<file path="config.mk">
export PLATFORM = sky130hd
export DESIGN_NAME = banded_thermostat_controller
export DESIGN_NICKNAME = d
export VERILOG_FILES = /design/src/design/btc_pkg.sv /design/src/design/btc_regs.sv /design/src/design/banded_thermostat_controller.sv
export SDC_FILE = /design/constraint.sdc
export NUM_CORES = 1
export LEC_CHECK = 0
export ABC_CLOCK_PERIOD_IN_PS = 11800
export BUFFER_PORTS_ARGS = -buffer_cell sky130_fd_sc_hd__buf_2
export CORE_ASPECT_RATIO = 1.75
export CORE_MARGIN = 5
export CORE_UTILIZATION = 49
export CTS_CLUSTER_SIZE = 40
export DETAILED_ROUTE_END_ITERATION = 10
export HOLD_SLACK_MARGIN = 0.15
export PLACE_DENSITY = 0.7
export SKIP_CTS_REPAIR_TIMING = 1
export SLEW_MARGIN = 5
export SYNTH_ARGS = -nofsm -noshare
export SYNTH_HDL_FRONTEND = slang
export SYNTH_SLANG_ARGS = --single-unit
</file>
<file path="constraint.sdc">
create_clock -name clk -period 11.8 [get_ports clk]
set_input_delay 3.54 -clock clk [delete_from_list [all_inputs] [get_ports clk]]
set_output_delay 3.54 -clock clk [all_outputs]
set_load 0.01 [all_outputs]
</file>
<file path="src/design/btc_pkg.sv">
// Shared types and constants for the banded thermostat controller.
`default_nettype none

package btc_pkg;

    localparam int unsigned TEMP_W  = 11;
    localparam int unsigned INNER_W = 7;
    localparam int unsigned OUTER_W = 9;
    localparam int unsigned HOLD_W  = 10;
    localparam int unsigned ZONE_W  = 3;
    localparam int unsigned ADDR_W  = 5;
    localparam int unsigned DATA_W  = 32;

    localparam logic [ZONE_W-1:0] ZONE_HOLDING   = 3'd0;
    localparam logic [ZONE_W-1:0] ZONE_BALANCED  = 3'd1;
    localparam logic [ZONE_W-1:0] ZONE_NEAR_LOW  = 3'd2;
    localparam logic [ZONE_W-1:0] ZONE_FAR_LOW   = 3'd3;
    localparam logic [ZONE_W-1:0] ZONE_NEAR_HIGH = 3'd4;
    localparam logic [ZONE_W-1:0] ZONE_FAR_HIGH  = 3'd5;
    localparam logic [ZONE_W-1:0] ZONE_DISABLED  = 3'd6;

    localparam logic [ADDR_W-1:0] ADDR_ENABLE     = 5'd0;
    localparam logic [ADDR_W-1:0] ADDR_SETPOINT   = 5'd4;
    localparam logic [ADDR_W-1:0] ADDR_INNER_BAND = 5'd8;
    localparam logic [ADDR_W-1:0] ADDR_OUTER_BAND = 5'd12;
    localparam logic [ADDR_W-1:0] ADDR_LONG_HOLD  = 5'd16;
    localparam logic [ADDR_W-1:0] ADDR_SHORT_HOLD = 5'd20;

    localparam logic signed [TEMP_W-1:0] SETPOINT_RST   = 11'sd250;
    localparam logic [INNER_W-1:0]       INNER_BAND_RST = 7'd5;
    localparam logic [OUTER_W-1:0]       OUTER_BAND_RST = 9'd30;
    localparam logic [HOLD_W-1:0]        LONG_HOLD_RST  = 10'd300;
    localparam logic [HOLD_W-1:0]        SHORT_HOLD_RST = 10'd150;

    typedef struct packed {
        logic                       enable;
        logic signed [TEMP_W-1:0]   setpoint;
        logic [INNER_W-1:0]         inner_band;
        logic [OUTER_W-1:0]         outer_band;
        logic [HOLD_W-1:0]          long_hold;
        logic [HOLD_W-1:0]          short_hold;
    } cfg_t;

endpackage

`default_nettype wire

</file>
<file path="src/design/btc_regs.sv">
// Configuration register file with APB-style access.
`default_nettype none

module btc_regs
(
    input  wire logic                          clk,
    input  wire logic                          rst_n,
    input  wire logic                          psel,
    input  wire logic                          penable,
    input  wire logic                          pwrite,
    input  wire logic [btc_pkg::ADDR_W-1:0]    paddr,
    input  wire logic [btc_pkg::DATA_W-1:0]    pwdata,
    output logic      [btc_pkg::DATA_W-1:0]    prdata,
    output logic                               pready,
    output btc_pkg::cfg_t                      cfg
);

    btc_pkg::cfg_t cfg_reg;
    logic          wr_en;

    assign pready = 1'b1;
    assign wr_en  = psel && penable && pwrite;
    assign cfg    = cfg_reg;

    always_ff @(posedge clk or negedge rst_n)
    begin
        if (!rst_n)
        begin
            cfg_reg.enable     <= 1'b0;
            cfg_reg.setpoint   <= btc_pkg::SETPOINT_RST;
            cfg_reg.inner_band <= btc_pkg::INNER_BAND_RST;
            cfg_reg.outer_band <= btc_pkg::OUTER_BAND_RST;
            cfg_reg.long_hold  <= btc_pkg::LONG_HOLD_RST;
            cfg_reg.short_hold <= btc_pkg::SHORT_HOLD_RST;
        end
        else if (wr_en)
        begin
            case (paddr)
                btc_pkg::ADDR_ENABLE:     cfg_reg.enable     <= pwdata[0];
                btc_pkg::ADDR_SETPOINT:   cfg_reg.setpoint   <= pwdata[btc_pkg::TEMP_W-1:0];
                btc_pkg::ADDR_INNER_BAND: cfg_reg.inner_band <= pwdata[btc_pkg::INNER_W-1:0];
                btc_pkg::ADDR_OUTER_BAND: cfg_reg.outer_band <= pwdata[btc_pkg::OUTER_W-1:0];
                btc_pkg::ADDR_LONG_HOLD:  cfg_reg.long_hold  <= pwdata[btc_pkg::HOLD_W-1:0];
                btc_pkg::ADDR_SHORT_HOLD: cfg_reg.short_hold <= pwdata[btc_pkg::HOLD_W-1:0];
                default:                  ;
            endcase
        end
    end

    always_comb
    begin
        prdata = '0;
        case (paddr)
            btc_pkg::ADDR_ENABLE:     prdata[0] = cfg_reg.enable;
            btc_pkg::ADDR_SETPOINT:
                prdata = {{(btc_pkg::DATA_W-btc_pkg::TEMP_W){cfg_reg.setpoint[btc_pkg::TEMP_W-1]}},
                          cfg_reg.setpoint};
            btc_pkg::ADDR_INNER_BAND: prdata[btc_pkg::INNER_W-1:0] = cfg_reg.inner_band;
            btc_pkg::ADDR_OUTER_BAND: prdata[btc_pkg::OUTER_W-1:0] = cfg_reg.outer_band;
            btc_pkg::ADDR_LONG_HOLD:  prdata[btc_pkg::HOLD_W-1:0]  = cfg_reg.long_hold;
            btc_pkg::ADDR_SHORT_HOLD: prdata[btc_pkg::HOLD_W-1:0]  = cfg_reg.short_hold;
            default:                  prdata = '0;
        endcase
    end

endmodule

`default_nettype wire

</file>
<file path="src/design/banded_thermostat_controller.sv">
// Top level of the banded thermostat controller: input stage, band logic, result stage.
`default_nettype none

// Each input beat is one control period: a temperature sample in tenths of a
// degree and a setpoint-changed flag. The beat is captured in an input register,
// sorted into a band and applied to the heating, cooling, balanced, aux and hold
// state, and the result lands in an output register. One beat per cycle is
// sustained while m_tready is high. While a result waits on m_tready the input
// register still takes one beat, then s_tready drops until the result drains.
// Write configuration only while idle.

module banded_thermostat_controller
(
    input  wire logic                          clk,
    input  wire logic                          rst_n,
    input  wire logic                          s_tvalid,
    output logic                               s_tready,
    input  wire logic [15:0]                   s_tdata,   // [10:0] temperature
    input  wire logic                          s_tuser,   // [0] setpoint_changed
    output logic                               m_tvalid,
    input  wire logic                          m_tready,
    output logic      [7:0]                    m_tdata,   // [0] heater_on, [1] cooler_on,
                                                          // [2] fans_on, [3] pump_on, [6:4] zone
    input  wire logic                          psel,
    input  wire logic                          penable,
    input  wire logic                          pwrite,
    input  wire logic [btc_pkg::ADDR_W-1:0]    paddr,
    input  wire logic [btc_pkg::DATA_W-1:0]    pwdata,
    output logic      [btc_pkg::DATA_W-1:0]    prdata,
    output logic                               pready
);

    localparam int unsigned CMP_W = btc_pkg::TEMP_W + 2;

    btc_pkg::cfg_t cfg;

    btc_regs u_regs
    (
        .clk     (clk),
        .rst_n   (rst_n),
        .psel    (psel),
        .penable (penable),
        .pwrite  (pwrite),
        .paddr   (paddr),
        .pwdata  (pwdata),
        .prdata  (prdata),
        .pready  (pready),
        .cfg     (cfg)
    );

    logic                               in_valid_reg;
    logic signed [btc_pkg::TEMP_W-1:0]  in_temp_reg;
    logic                               in_flag_reg;
    logic                               out_valid_reg;
    logic [7:0]                         out_data_reg;
    logic                               advance;

    logic                               heating_reg, heating_next;
    logic                               cooling_reg, cooling_next;
    logic                               balanced_reg, balanced_next;
    logic                               aux_reg, aux_next;
    logic [btc_pkg::HOLD_W-1:0]         hold_left_reg, hold_left_next;
    logic                               brk_reg, brk_next;
    logic [btc_pkg::ZONE_W-1:0]         zone_next;

    logic signed [CMP_W-1:0]            t_w, s_w, ib_w, ob_w;
    logic signed [CMP_W-1:0]            lo_i, hi_i, lo_o, hi_o;
    logic                               in_bal, in_near_lo, in_far_lo, in_near_hi;

    assign advance  = in_valid_reg && (!out_valid_reg || m_tready);
    assign s_tready = !in_valid_reg || advance;
    assign m_tvalid = out_valid_reg;
    assign m_tdata  = out_data_reg;

    assign t_w  = CMP_W'(in_temp_reg);
    assign s_w  = CMP_W'(cfg.setpoint);
    assign ib_w = signed'(CMP_W'(cfg.inner_band));
    assign ob_w = signed'(CMP_W'(cfg.outer_band));
    assign lo_i = s_w - ib_w;
    assign hi_i = s_w + ib_w;
    assign lo_o = s_w - ob_w;
    assign hi_o = s_w + ob_w;

    assign in_bal     = (lo_i <= t_w) && (t_w <= hi_i);
    assign in_near_lo = (lo_o < t_w) && (t_w < lo_i);
    assign in_far_lo  = (t_w <= lo_o);
    assign in_near_hi = (hi_i < t_w) && (t_w < hi_o);

    always_comb
    begin
        logic brk_w;
        heating_next   = heating_reg;
        cooling_next   = cooling_reg;
        balanced_next  = balanced_reg;
        aux_next       = aux_reg;
        hold_left_next = hold_left_reg;
        brk_next       = brk_reg;
        zone_next      = btc_pkg::ZONE_HOLDING;
        brk_w          = brk_reg || in_flag_reg;

        if (!cfg.enable)
        begin
            heating_next   = 1'b0;
            cooling_next   = 1'b0;
            balanced_next  = 1'b0;
            aux_next       = 1'b0;
            hold_left_next = '0;
            brk_next       = 1'b0;
            zone_next      = btc_pkg::ZONE_DISABLED;
        end
        else if (hold_left_reg != '0 && !brk_w)
        begin
            hold_left_next = hold_left_reg - 1'b1;
            brk_next       = brk_w;
            zone_next      = btc_pkg::ZONE_HOLDING;
        end
        else
        begin
            if (hold_left_reg != '0)
            begin
                brk_w          = 1'b0;
                hold_left_next = '0;
            end
            brk_next = brk_w;
            if (in_bal)
            begin
                zone_next     = btc_pkg::ZONE_BALANCED;
                balanced_next = 1'b1;
                heating_next  = 1'b0;
                cooling_next  = 1'b0;
                aux_next      = 1'b0;
                if (brk_w)
                begin
                    brk_next       = 1'b0;
                    hold_left_next = '0;
                end
                else
                begin
                    hold_left_next = cfg.long_hold;
                end
            end
            else if (in_near_lo || in_near_hi)
            begin
                zone_next = in_near_lo ? btc_pkg::ZONE_NEAR_LOW : btc_pkg::ZONE_NEAR_HIGH;
                if (balanced_reg)
                begin
                    if (brk_w)
                    begin
                        brk_next       = 1'b0;
                        hold_left_next = '0;
                    end
                    else
                    begin
                        hold_left_next = cfg.short_hold;
                    end
                end
                else if (in_near_lo && !heating_reg)
                begin
                    heating_next = 1'b1;
                    aux_next     = 1'b1;
                end
                else if (in_near_hi && !cooling_reg)
                begin
                    cooling_next = 1'b1;
                    aux_next     = 1'b1;
                end
            end
            else if (in_far_lo)
            begin
                zone_next = btc_pkg::ZONE_FAR_LOW;
                if (!heating_reg)
                begin
                    heating_next  = 1'b1;
                    aux_next      = 1'b1;
                    balanced_next = 1'b0;
                end
            end
            else
            begin
                zone_next = btc_pkg::ZONE_FAR_HIGH;
                if (!cooling_reg)
                begin
                    cooling_next  = 1'b1;
                    aux_next      = 1'b1;
                    balanced_next = 1'b0;
                end
            end
        end
    end

    always_ff @(posedge clk or negedge rst_n)
    begin
        if (!rst_n)
        begin
            in_valid_reg  <= 1'b0;
            out_valid_reg <= 1'b0;
            heating_reg   <= 1'b0;
            cooling_reg   <= 1'b0;
            balanced_reg  <= 1'b0;
            aux_reg       <= 1'b0;
            hold_left_reg <= '0;
            brk_reg       <= 1'b0;
        end
        else
        begin
            if (s_tready)
            begin
                in_valid_reg <= s_tvalid;
            end
            if (advance)
            begin
                out_valid_reg <= 1'b1;
                heating_reg   <= heating_next;
                cooling_reg   <= cooling_next;
                balanced_reg  <= balanced_next;
                aux_reg       <= aux_next;
                hold_left_reg <= hold_left_next;
                brk_reg       <= brk_next;
            end
            else if (m_tready)
            begin
                out_valid_reg <= 1'b0;
            end
        end
    end

    always_ff @(posedge clk)
    begin
        if (s_tready && s_tvalid)
        begin
            in_temp_reg <= s_tdata[btc_pkg::TEMP_W-1:0];
            in_flag_reg <= s_tuser;
        end
        if (advance)
        begin
            out_data_reg <= {1'b0, zone_next, aux_next, aux_next, cooling_next, heating_next};
        end
    end

    a_heat_aux: assert property (@(posedge clk) disable iff (!rst_n)
        heating_reg |-> aux_reg)
        else $error("heating without aux");

    a_cool_aux: assert property (@(posedge clk) disable iff (!rst_n)
        cooling_reg |-> aux_reg)
        else $error("cooling without aux");

    a_disabled: assert property (@(posedge clk) disable iff (!rst_n)
        (advance && !cfg.enable) |=>
            (out_data_reg == {1'b0, btc_pkg::ZONE_DISABLED, 4'b0000}) && (hold_left_reg == '0))
        else $error("disabled beat left state or outputs set");

    a_hold_count: assert property (@(posedge clk) disable iff (!rst_n)
        (advance && cfg.enable && hold_left_reg != '0 && !brk_reg && !in_flag_reg) |=>
            (hold_left_reg == $past(hold_left_reg) - 1'b1) &&
            (out_data_reg[6:4] == btc_pkg::ZONE_HOLDING))
        else $error("hold count did not step down");

endmodule

`default_nettype wire

</file>
# [Word level (Yosys, flattened, before mapping)]
# Cells that the tools add are included.
[totals] out_inout_bits=43 register_bits=83
[classes] reduce_logical=30 bitwise_logic=1 add_sub_neg=5 muxes=60 n_eq_ne=9 magnitude_cmp=7
[op_table] operator="$mux W10" n=8
[op_table] operator="$mux W1" n=42
[op_table] operator="$pmux W6 S5" n=1
[op_table] operator="$le A11 B12 Y1" n=2
[op_table] operator="$lt A11 B12 Y1" n=2
[op_table] operator="$lt A12 B11 Y1" n=2
[op_table] operator="$mux W22" n=1
[op_table] operator="$mux W3" n=5
[op_table] operator="$add A11 B10 Y12" n=1
[op_table] operator="$add A11 B8 Y12" n=1
[op_table] operator="$le A12 B11 Y1" n=1
[op_table] operator="$reduce_and A2 Y1" n=6
[op_table] operator="$sub A11 B10 Y12" n=1
[op_table] operator="$sub A11 B8 Y12" n=1
[op_table] operator="$eq A5 B4 Y1 const B" n=2
[op_table] operator="$eq A5 B5 Y1 const B" n=2
[op_table] operator="$logic_and A1 B1 Y1" n=10
[op_table] operator="$reduce_bool A10 Y1" n=1
[op_table] operator="$sub A10 B1 Y10 const B" n=1
[op_table] operator="$ne A4 B4 Y1 const B" n=2
[op_table] operator="$pmux W2 S4" n=1
[op_table] operator="$pmux W1 S6" n=1
[op_table] operator="$eq A5 B3 Y1 const B" n=1
[op_table] operator="$logic_not A1 Y1" n=5
[op_table] operator="9 further kinds" n=12

# [Depth between registers and ports, before layout]
# Gate-level depths: netlist (run 1).
[depth] depth_word=11 mapped_depth=23

# [By module]
# A second synthesis (run 1) with hierarchy kept.
[hier_totals] hier_cells=723 hier_area_um2=6979.2
[modules_own_cells] module="banded_thermostat_controller" seq_area_each_um2=965.9 instances=1 area_each_um2=4496.8 cells_per_inst=537
[modules_own_cells] module="btc_regs" seq_area_each_um2=1226.2 instances=1 area_each_um2=2482.4 cells_per_inst=186

# [Least setup slack after synthesis (run 1)]
# Ideal clock, no wire load.
[synth_timing] path_kind="in2out" from="input paddr[4] in the netlist's numbering" to="output prdata[11] in the netlist's numbering" path_buffers=3 t_required_ns=8.260 slack_ns=2.473 t_arrival_ns=5.787 cell_stages=4 cell_sequence="clkbuf_1 > buf_1 > nor3b_1 > buf_4"
[synth_between] elab_chain_cells=2
[synth_lines] item="start: declaration" line_no="banded_thermostat_controller.sv:27" text="input wire logic [btc_pkg::ADDR_W-1:0] paddr,"
[synth_lines] item="$eq A5 B3 Y1" line_no="btc_regs.sv:53" text="case (paddr)"
[synth_lines] item="$mux W22" line_no="btc_regs.sv:53"
[synth_lines] item="end: declaration" line_no="banded_thermostat_controller.sv:29" text="output logic [btc_pkg::DATA_W-1:0] prdata,"
# Every way passes these cells.

# [Worst setup path in the final report (run 1)]
[layout_timing] from="input paddr[1] in the netlist's numbering" to="output prdata[3] in the netlist's numbering"
[layout_between] elab_chain_cells=2
[layout_lines] item="$eq A5 B5 Y1 (tied with other cells)" line_no="btc_regs.sv:53"
[layout_lines] item="$pmux W6 S5 *" line_no="btc_regs.sv:53"
# Every way passes the cells marked *; elsewhere a longest branch is shown, timed or not.

==> impl_metrics.toml, run 1 <==
[power]
clkPwrFrac_pct = 25.2
seqPwrFrac_pct = 34.6
swShare_pct = 40.0
pwr-share-comb_pct = 40.2
leakagePower_uw = 0.00349
p_sw_uw = 461
intPower_uw = 690
peakVddDrop_uv = 81.7
p_per_area_nw_per_um2 = 153

[clocking]
cts_made_buffers = 9
clkSlewWorstSetupHoldPaths_ps = 70
htree_levels = 3
clock_path_buffers = 2
cts.sinks = 83
cts-root-buf = "clkbuf_16"
cts_tree = "done"
worst_skew_pair.late_latency_ps = 350

[synthesis]
synth-seq-cells = 83
syn_avg_cell_area_um2 = 9.17
post_synth_num_cell_types = 70
synth_top_flop_cell = "dfrtp_1"
synth_edf_count = 18
syn-num-nets = 897
synthArstFlopShare_pct = 78.3
yosys_warnings = 0
synth_cells = 752
ys_seq_area_share_pct = 31.8
syn_area_um2 = 6900

[cells_and_area]
fill_cells = 1264
layout.nets = 938
final_layout_size_suffix_gt1_share_pct = 21.6
syn_to_final_growth_pct = 9.31
fin_cells = 975
final_util_pct = 54.5
largest_register_ffs = 48
final_cell_area_um2 = 7540
antenna_cells = 0

[sta]
maxSlewHeadroom_pct = 24.4
worst_slack_ps = 2760
period_share_pct = 76.6
rsz0062_at_grt = "no"
min_period_ps = 9040
setup_viol = 0
tns_ps = 0
drv_slew = 0
clock_skew_ps = 10.7
finalHoldViolCount = 0
tightest_slew_ps = 1130
clock.fmax_mhz = 111

[die]
dieArea_um2 = 16600
core-area_um2 = 13800
start_util_pct = 49.8
die_w_um = 99.7
die_y_um = 167
rows = 57
pin_count = 104

[drt]
firstDrtPassIters = 5
drc = 0
wl_per_cell_um = 18.9
vias = 5795
ant_nets = 0
finalWirelength_um = 18500
via_per_inst = 5.94
drt_iter0_markers = 297

[global_route]
antenna_found_initial = 0
gr-total-overflow = 0
grt_pass1_vias = 6072
grt_pass1_wl_um = 29400
grt.total_usage_pct = 22.4
grt_max_degree = 66

[setup_path]
slowest_delay_ps = 700
worst-setup-path-type = "in2out"
path_buf_inv = 2
worstReg2RegStart = "u_regs.cfg[20]$_DFFE_PN0P_"
path_max_fanout = 10
r2r_slack_ps = 5940
reg2reg_to = "m_tdata[0]$_DFFE_PP_"
critPathCaptureType = "primary output"
slowest_stage = "nor3b_2"
reg2reg_depth = 20
cp-start-kind = "input pin"
cp.required_ps = 8260
cp_data_arrival_time_ps = 5500
crit_family = "simple AND/OR/NAND/NOR gates"
crit_top_cell = "buf_2"
crit_chain = "buf_2, or3_1, nor3b_2, a22oi_1, o21ai_0, buf_2"

[placement]
io_buffers = 75
postPlaceCellArea_um2 = 7240
dp_cells = 959
dp_slack_ps = 2760
gp_congestion = 0.893
dp_hpwl_um = 14800

[hold_path]
whs_endpoint = "brk_reg$_DFFE_PN0P_"
hold_depth = 2
min_path_type = "reg2reg"
hold_path.startpoint = "brk_reg$_DFFE_PN0P_"

[run_status]
status = "complete, no violations"

[flow_run]
cap_violations = 0
power by group through the flow:
stage | Sequential, µW | Clock, µW | Combinational, µW
detailed placement | 400 | 0 | 457
CTS | 395 | 296 | 460
floorplan | 384 | 0 | 349
finish | 398 | 290 | 463
global placement | 397 | 0 | 439
global route | 404 | 305 | 519
cell usage in the layout (no fill, tap or decap), types with 12 or more instances in the layout:
cell and n:
buf_2 75, edfxtp_1 18, xnor2_1 25, nor2_1 36
ha_1 80, nand3_1 20, o21ai_0 56, inv_1 61
nor3_1 14, dfrtp_1 45, mux2i_1 12, dfstp_2 20
a21oi_1 48, nand2_1 67, mux2_2 41
kinds of logic (layout without fill, tap and decap cells):
kind of cell	Yosys count	after routing	share of synthesized area, %
compound gates	191	191	18.1
xor+xnor	30	30	3.81
fa+ha+maj	84	84	15.7
buf+inv	109	155	7.51
flops	83	83	31.8
mux	53	53	8.44
other cells	2	2	0.109
simple gates	200	200	14.6
worst max path at each step:
stage | start | endpoint | slack, ps | cells after the start
5_1_grt | paddr[1] | prdata[3] | 2650 | 6
4_1_cts | paddr[1] | prdata[3] | 2760 | 6
6_report | paddr[1] | prdata[3] | 2760 | 6
3_5_place_dp | paddr[1] | prdata[3] | 2760 | 6
3_3_place_gp | paddr[1] | prdata[3] | 2790 | 6
2_1_floorplan | paddr[4] | prdata[11] | 2470 | 4
worst min-delay path, cell delays in order, from the launching register on:
cell and delay [ps]:
dfrtp_1 360, nand2_1 50, o41ai_1 50
through the flow:
step                hold slack, ps  power (µW)
global placement               475         836
CTS                            502        1150
finish                         496        1150
floorplan                      457         733
global route                   533        1230
detailed placement             485         857
cell type report:
| cell class | count | area [µm²] | area share (%) |
|---|---|---|---|
| Clock buffer | 9 | 225 | 2.99 |
| Clock inverter | 7 | 76.3 | 1.01 |
| Inverter | 61 | 229 | 3.04 |
| Multi-Input combinational cell | 560 | 4200 | 55.7 |
| Sequential cell | 83 | 2190 | 29.1 |
| Tap cell | 177 | 221 | 2.94 |
| Timing Repair Buffer | 78 | 398 | 5.28 |
per-layer routing:
| layer | track usage (%) | up-vias | part of all wire [%] |
|---|---|---|---|
| met1 | 21.8 | 2782 | 35 |
| li1 | - | 2758 | - |
| met5 | 0 | - | 0 |
| met3 | 3.31 | 64 | 3.7 |
| met2 | 43.0 | 191 | 56 |
| met4 | 13.0 | 0 | 5.5 |
Yosys cell counts (all sizes together), types with 8 or more instances:
library cell,instances,area [µm²]
mux2i,12,120
o21ai,57,285
edfxtp,18,541
nand2b,11,68.8
nor2b,9,56.3
nand2,68,258
nor2,36,135
dfstp,20,526
nand3,20,100
dfrtp,45,1130
a21o,11,82.6
ha,80,1000
nor3,16,85.1
buf,32,229
nand4,9,56.3
mux2,41,462
a22oi,8,60.1
inv,61,229
xnor2,25,219
clkbuf,16,60.1
a21oi,48,240
Power figures use the tool's default switching activity.
==> inputs of run 2 (changes only) <==
--- a/config.mk
+++ b/config.mk
@@ -5,7 +5,8 @@
 export SDC_FILE = /design/constraint.sdc
 export NUM_CORES = 1
 export LEC_CHECK = 0
-export ABC_CLOCK_PERIOD_IN_PS = 11800
+export ABC_AREA = 1
+export ABC_CLOCK_PERIOD_IN_PS = 7660
 export BUFFER_PORTS_ARGS = -buffer_cell sky130_fd_sc_hd__buf_2
 export CORE_ASPECT_RATIO = 1.75
 export CORE_MARGIN = 5
@@ -13,7 +14,7 @@
 export CTS_CLUSTER_SIZE = 40
 export DETAILED_ROUTE_END_ITERATION = 10
 export HOLD_SLACK_MARGIN = 0.15
-export PLACE_DENSITY = 0.7
+export PLACE_DENSITY = 0.73
 export SKIP_CTS_REPAIR_TIMING = 1
 export SLEW_MARGIN = 5
 export SYNTH_ARGS = -nofsm -noshare
==> constraint.sdc (replaced) <==
create_clock -name clk -period 7.66 [get_ports clk]
set_input_delay 2.298 -clock clk [delete_from_list [all_inputs] [get_ports clk]]
set_output_delay 2.298 -clock clk [all_outputs]
set_load 0.01 [all_outputs]
==> run 2 against run 1 <==
Effect of this change: utilization down 0.79 points; clock power up 46%; largest power group unchanged; wire length up 2.2%; global-route usage about the same; setup slack worse by 1400 ps; sequential share of layout area down 0.52 points; first-iteration DRC count down 0.34%; total power up 42%; critical endpoint is now prdata[6]; cell area up 1.8%.
==> impl_metrics.toml, run 2 <==
[drt]
firstDrtPassIters = 6
ant_nets = 0
drc = 0
via_per_inst = 5.33
wl_per_cell_um = 15.9
vias = 6301
finalWirelength_um = 18900
drt_iter0_markers = 296

[sta]
rsz0062_at_grt = "no"
setup_viol = 0
drv_slew = 0
tns_ps = 0
maxSlewHeadroom_pct = 44.4
tightest_slew_ps = 834
clock.fmax_mhz = 159
finalHoldViolCount = 0
min_period_ps = 6290
period_share_pct = 82.1
clock_skew_ps = 9.02

[cells_and_area]
layout.nets = 1143
antenna_cells = 0
final_util_pct = 53.7
largest_register_ffs = 48
seq_area_um2 = 2190
fill_cells = 1393
multi_input_area_um2 = 4060
layout_commonest_cell = "nand2_1"
syn_to_final_growth_pct = 8.64
layout_common_cells = "nand2_1 (255), inv_1 (132), o21ai_0 (81)"
final_layout_size_suffix_gt1_share_pct = 13.9

[synthesis]
syn_avg_cell_area_um2 = 7.39
synth_top_flop_cell = "dfrtp_1"
yosys_warnings = 0
synth-seq-cells = 83
post_synth_num_cell_types = 50
syn_area_um2 = 7060
yosysMostFrequentCell = "nand2_1"
synth_cells = 956
synth_largest_area_cell = "dfrtp_1"
synthTopCellsByArea = "dfrtp_1 (16%), ha_1 (14%), nand2_1 (14%)"
synth_edf_count = 18
syn-num-nets = 1101
synthArstFlopShare_pct = 78.3
synth_top_area_share_pct = 15.9
yosys-top-cells-count = "nand2_1 (255), inv_1 (132), o21ai_0 (81), ha_1 (80), nor2_1 (56)"
ys_seq_area_share_pct = 31.0

[setup_path]
worst-setup-path-type = "in2out"
crit_chain = "buf_2, nor4_1, nand2_1, inv_1, nand2_1, o21ai_0, a221oi_1, o21ai_0, buf_2"
path_buf_inv = 3
path_max_fanout = 7
cp_data_arrival_time_ps = 3990
slowest_delay_ps = 370
critPathCaptureType = "primary output"
crit_family = "simple AND/OR/NAND/NOR gates"
slowest_stage = "nor4_1"
cp.required_ps = 5360
cp-start-kind = "input pin"

[die]
dieArea_um2 = 17000
core-area_um2 = 14300
start_util_pct = 49.4
die_w_um = 101
pin_count = 104
rows = 58
die_y_um = 169

[clocking]
cts-root-buf = "clkbuf_16"
cts_tree = "done"
clock_path_buffers = 2
clkSlewWorstSetupHoldPaths_ps = 60
worst_skew_pair.late_latency_ps = 350
cts_made_buffers = 9
cts.sinks = 83
htree_levels = 3

[global_route]
gr-total-overflow = 0
grt_pass1_vias = 6012
grt.total_usage_pct = 22.4
antenna_found_initial = 0
grt_pass1_wl_um = 29700
grt_max_degree = 66

[placement]
dp_hpwl_um = 15000
gp_congestion = 0.921
io_buffers = 75

[power]
p_per_area_nw_per_um2 = 213
swShare_pct = 41.2
peakVddDrop_uv = 110
leakagePower_uw = 0.00407
seqPwrFrac_pct = 33.2
clkPwrFrac_pct = 25.9
intPower_uw = 962
pwr-share-comb_pct = 41.0
p_sw_uw = 674

[run_status]
status = "complete, no violations"

[flow_run]
cap_violations = 0

[hold_path]
min_path_type = "reg2reg"
## run 2: cell count changes in the layout (fill, tap and decap cells not counted), moves of 21 or more
cell	before	now
xor2_1	5	34
inv_1	61	132
nand2_1	67	255
nand3_1	20	41
o21ai_0	56	81
mux2_2	41	0
## run 2: cell families after synthesis
group | after synthesis | synth area share, %
and+or+nand+nor | 397 | 24.0
buffers and inverters | 185 | 11.4
AOI/OAI and AO/OA | 166 | 13.2
adders and majority gates | 84 | 15.3
DFF | 83 | 31.0
xor gates and xnor gates | 39 | 4.84
other | 2 | 0.106
## run 2: path summary, 6_finish.rpt
| kind | start | endpoint | slack [ps] | cells after the start |
|---|---|---|---|---|
| hold reg to reg | brk_reg$_DFFE_PN0P_ | brk_reg$_DFFE_PN0P_ | 490 | 2 |
| setup reg to reg | u_regs.cfg[29]$_DFFE_PN1P_ | m_tdata[1]$_DFFE_PP_ | 2790 | 27 |
| min in group asynchronous | rst_n | hold_left_reg[6]$_DFFE_PN0P_ | 2110 | 2 |
| max in group asynchronous | rst_n | u_regs.cfg[44]$_DFFE_PN0P_ | 4980 | 2 |
| setup / recovery | paddr[1] | prdata[6] | 1370 | 9 |
| hold / removal | brk_reg$_DFFE_PN0P_ | brk_reg$_DFFE_PN0P_ | 490 | 2 |
## run 2: metrics by stage
| stage | setup slack (ps) | std cells | total power (µW) | cell area [µm²] | hold slack (ps) |
|---|---|---|---|---|---|
| floorplan | 1460 | 956 | 1050 | 7060 | 449 |
| global placement | 1410 | 1167 | 1190 | 7390 | 465 |
| detailed placement | 1400 | 1167 | 1210 | 7390 | 473 |
| CTS | 1390 | 1183 | 1640 | 7670 | 490 |
| global route | 1230 | 1183 | 1750 | 7670 | 514 |
| finish | 1370 | 1183 | 1640 | 7670 | 486 |
## run 2: cell type report
type / count / area share [%]
clock inverters: 7 / 0.734
well taps: 180 / 2.93
repair buffers: 77 / 5.09
clock buffers: 9 / 2.93
multi-input cells: 688 / 53.0
inverters: 139 / 6.80
flip-flops and latches: 83 / 28.6
## run 2: worst reg2reg max path, stage by stage (launching register included)
cell and delay (ps):
dfstp_2 580, ha_1 160, inv_1 60, fa_1 400
a21oi_1 160, o21ai_0 140, nand2_1 90, nand2_1 70
a21oi_1 220, nor2_1 70, nor2_1 210, nand3_1 120
xor2_1 160, ha_1 280, nand2_1 70, nor2_1 160
nand2_1 70, nor2_1 270, nand2_1 180, nand3_1 100
nand2_1 60, nand2_2 140, nand2_2 100, nand2_2 330
nand2_1 120, nor2_1 240, nand2_1 90, o21ai_0 80
## run 2: power groups by stage
stage | sequential (µW) | combinational, µW | clock [µW]
3_3_place_gp | 550 | 645 | 0
4_1_cts | 542 | 671 | 427
6_report | 543 | 670 | 423
2_1_floorplan | 538 | 512 | 0
3_5_place_dp | 550 | 664 | 0
5_1_grt | 549 | 759 | 442
## run 2: routing by layer
layer  GRT usage [%]  up-vias  share of wire [%]
met4            12.8        0                5.9
li1                -     3167                  -
met3            2.10       56                3.4
met5               0        -                  0
met1            23.3     2920                 36
met2            42.4      158                 54
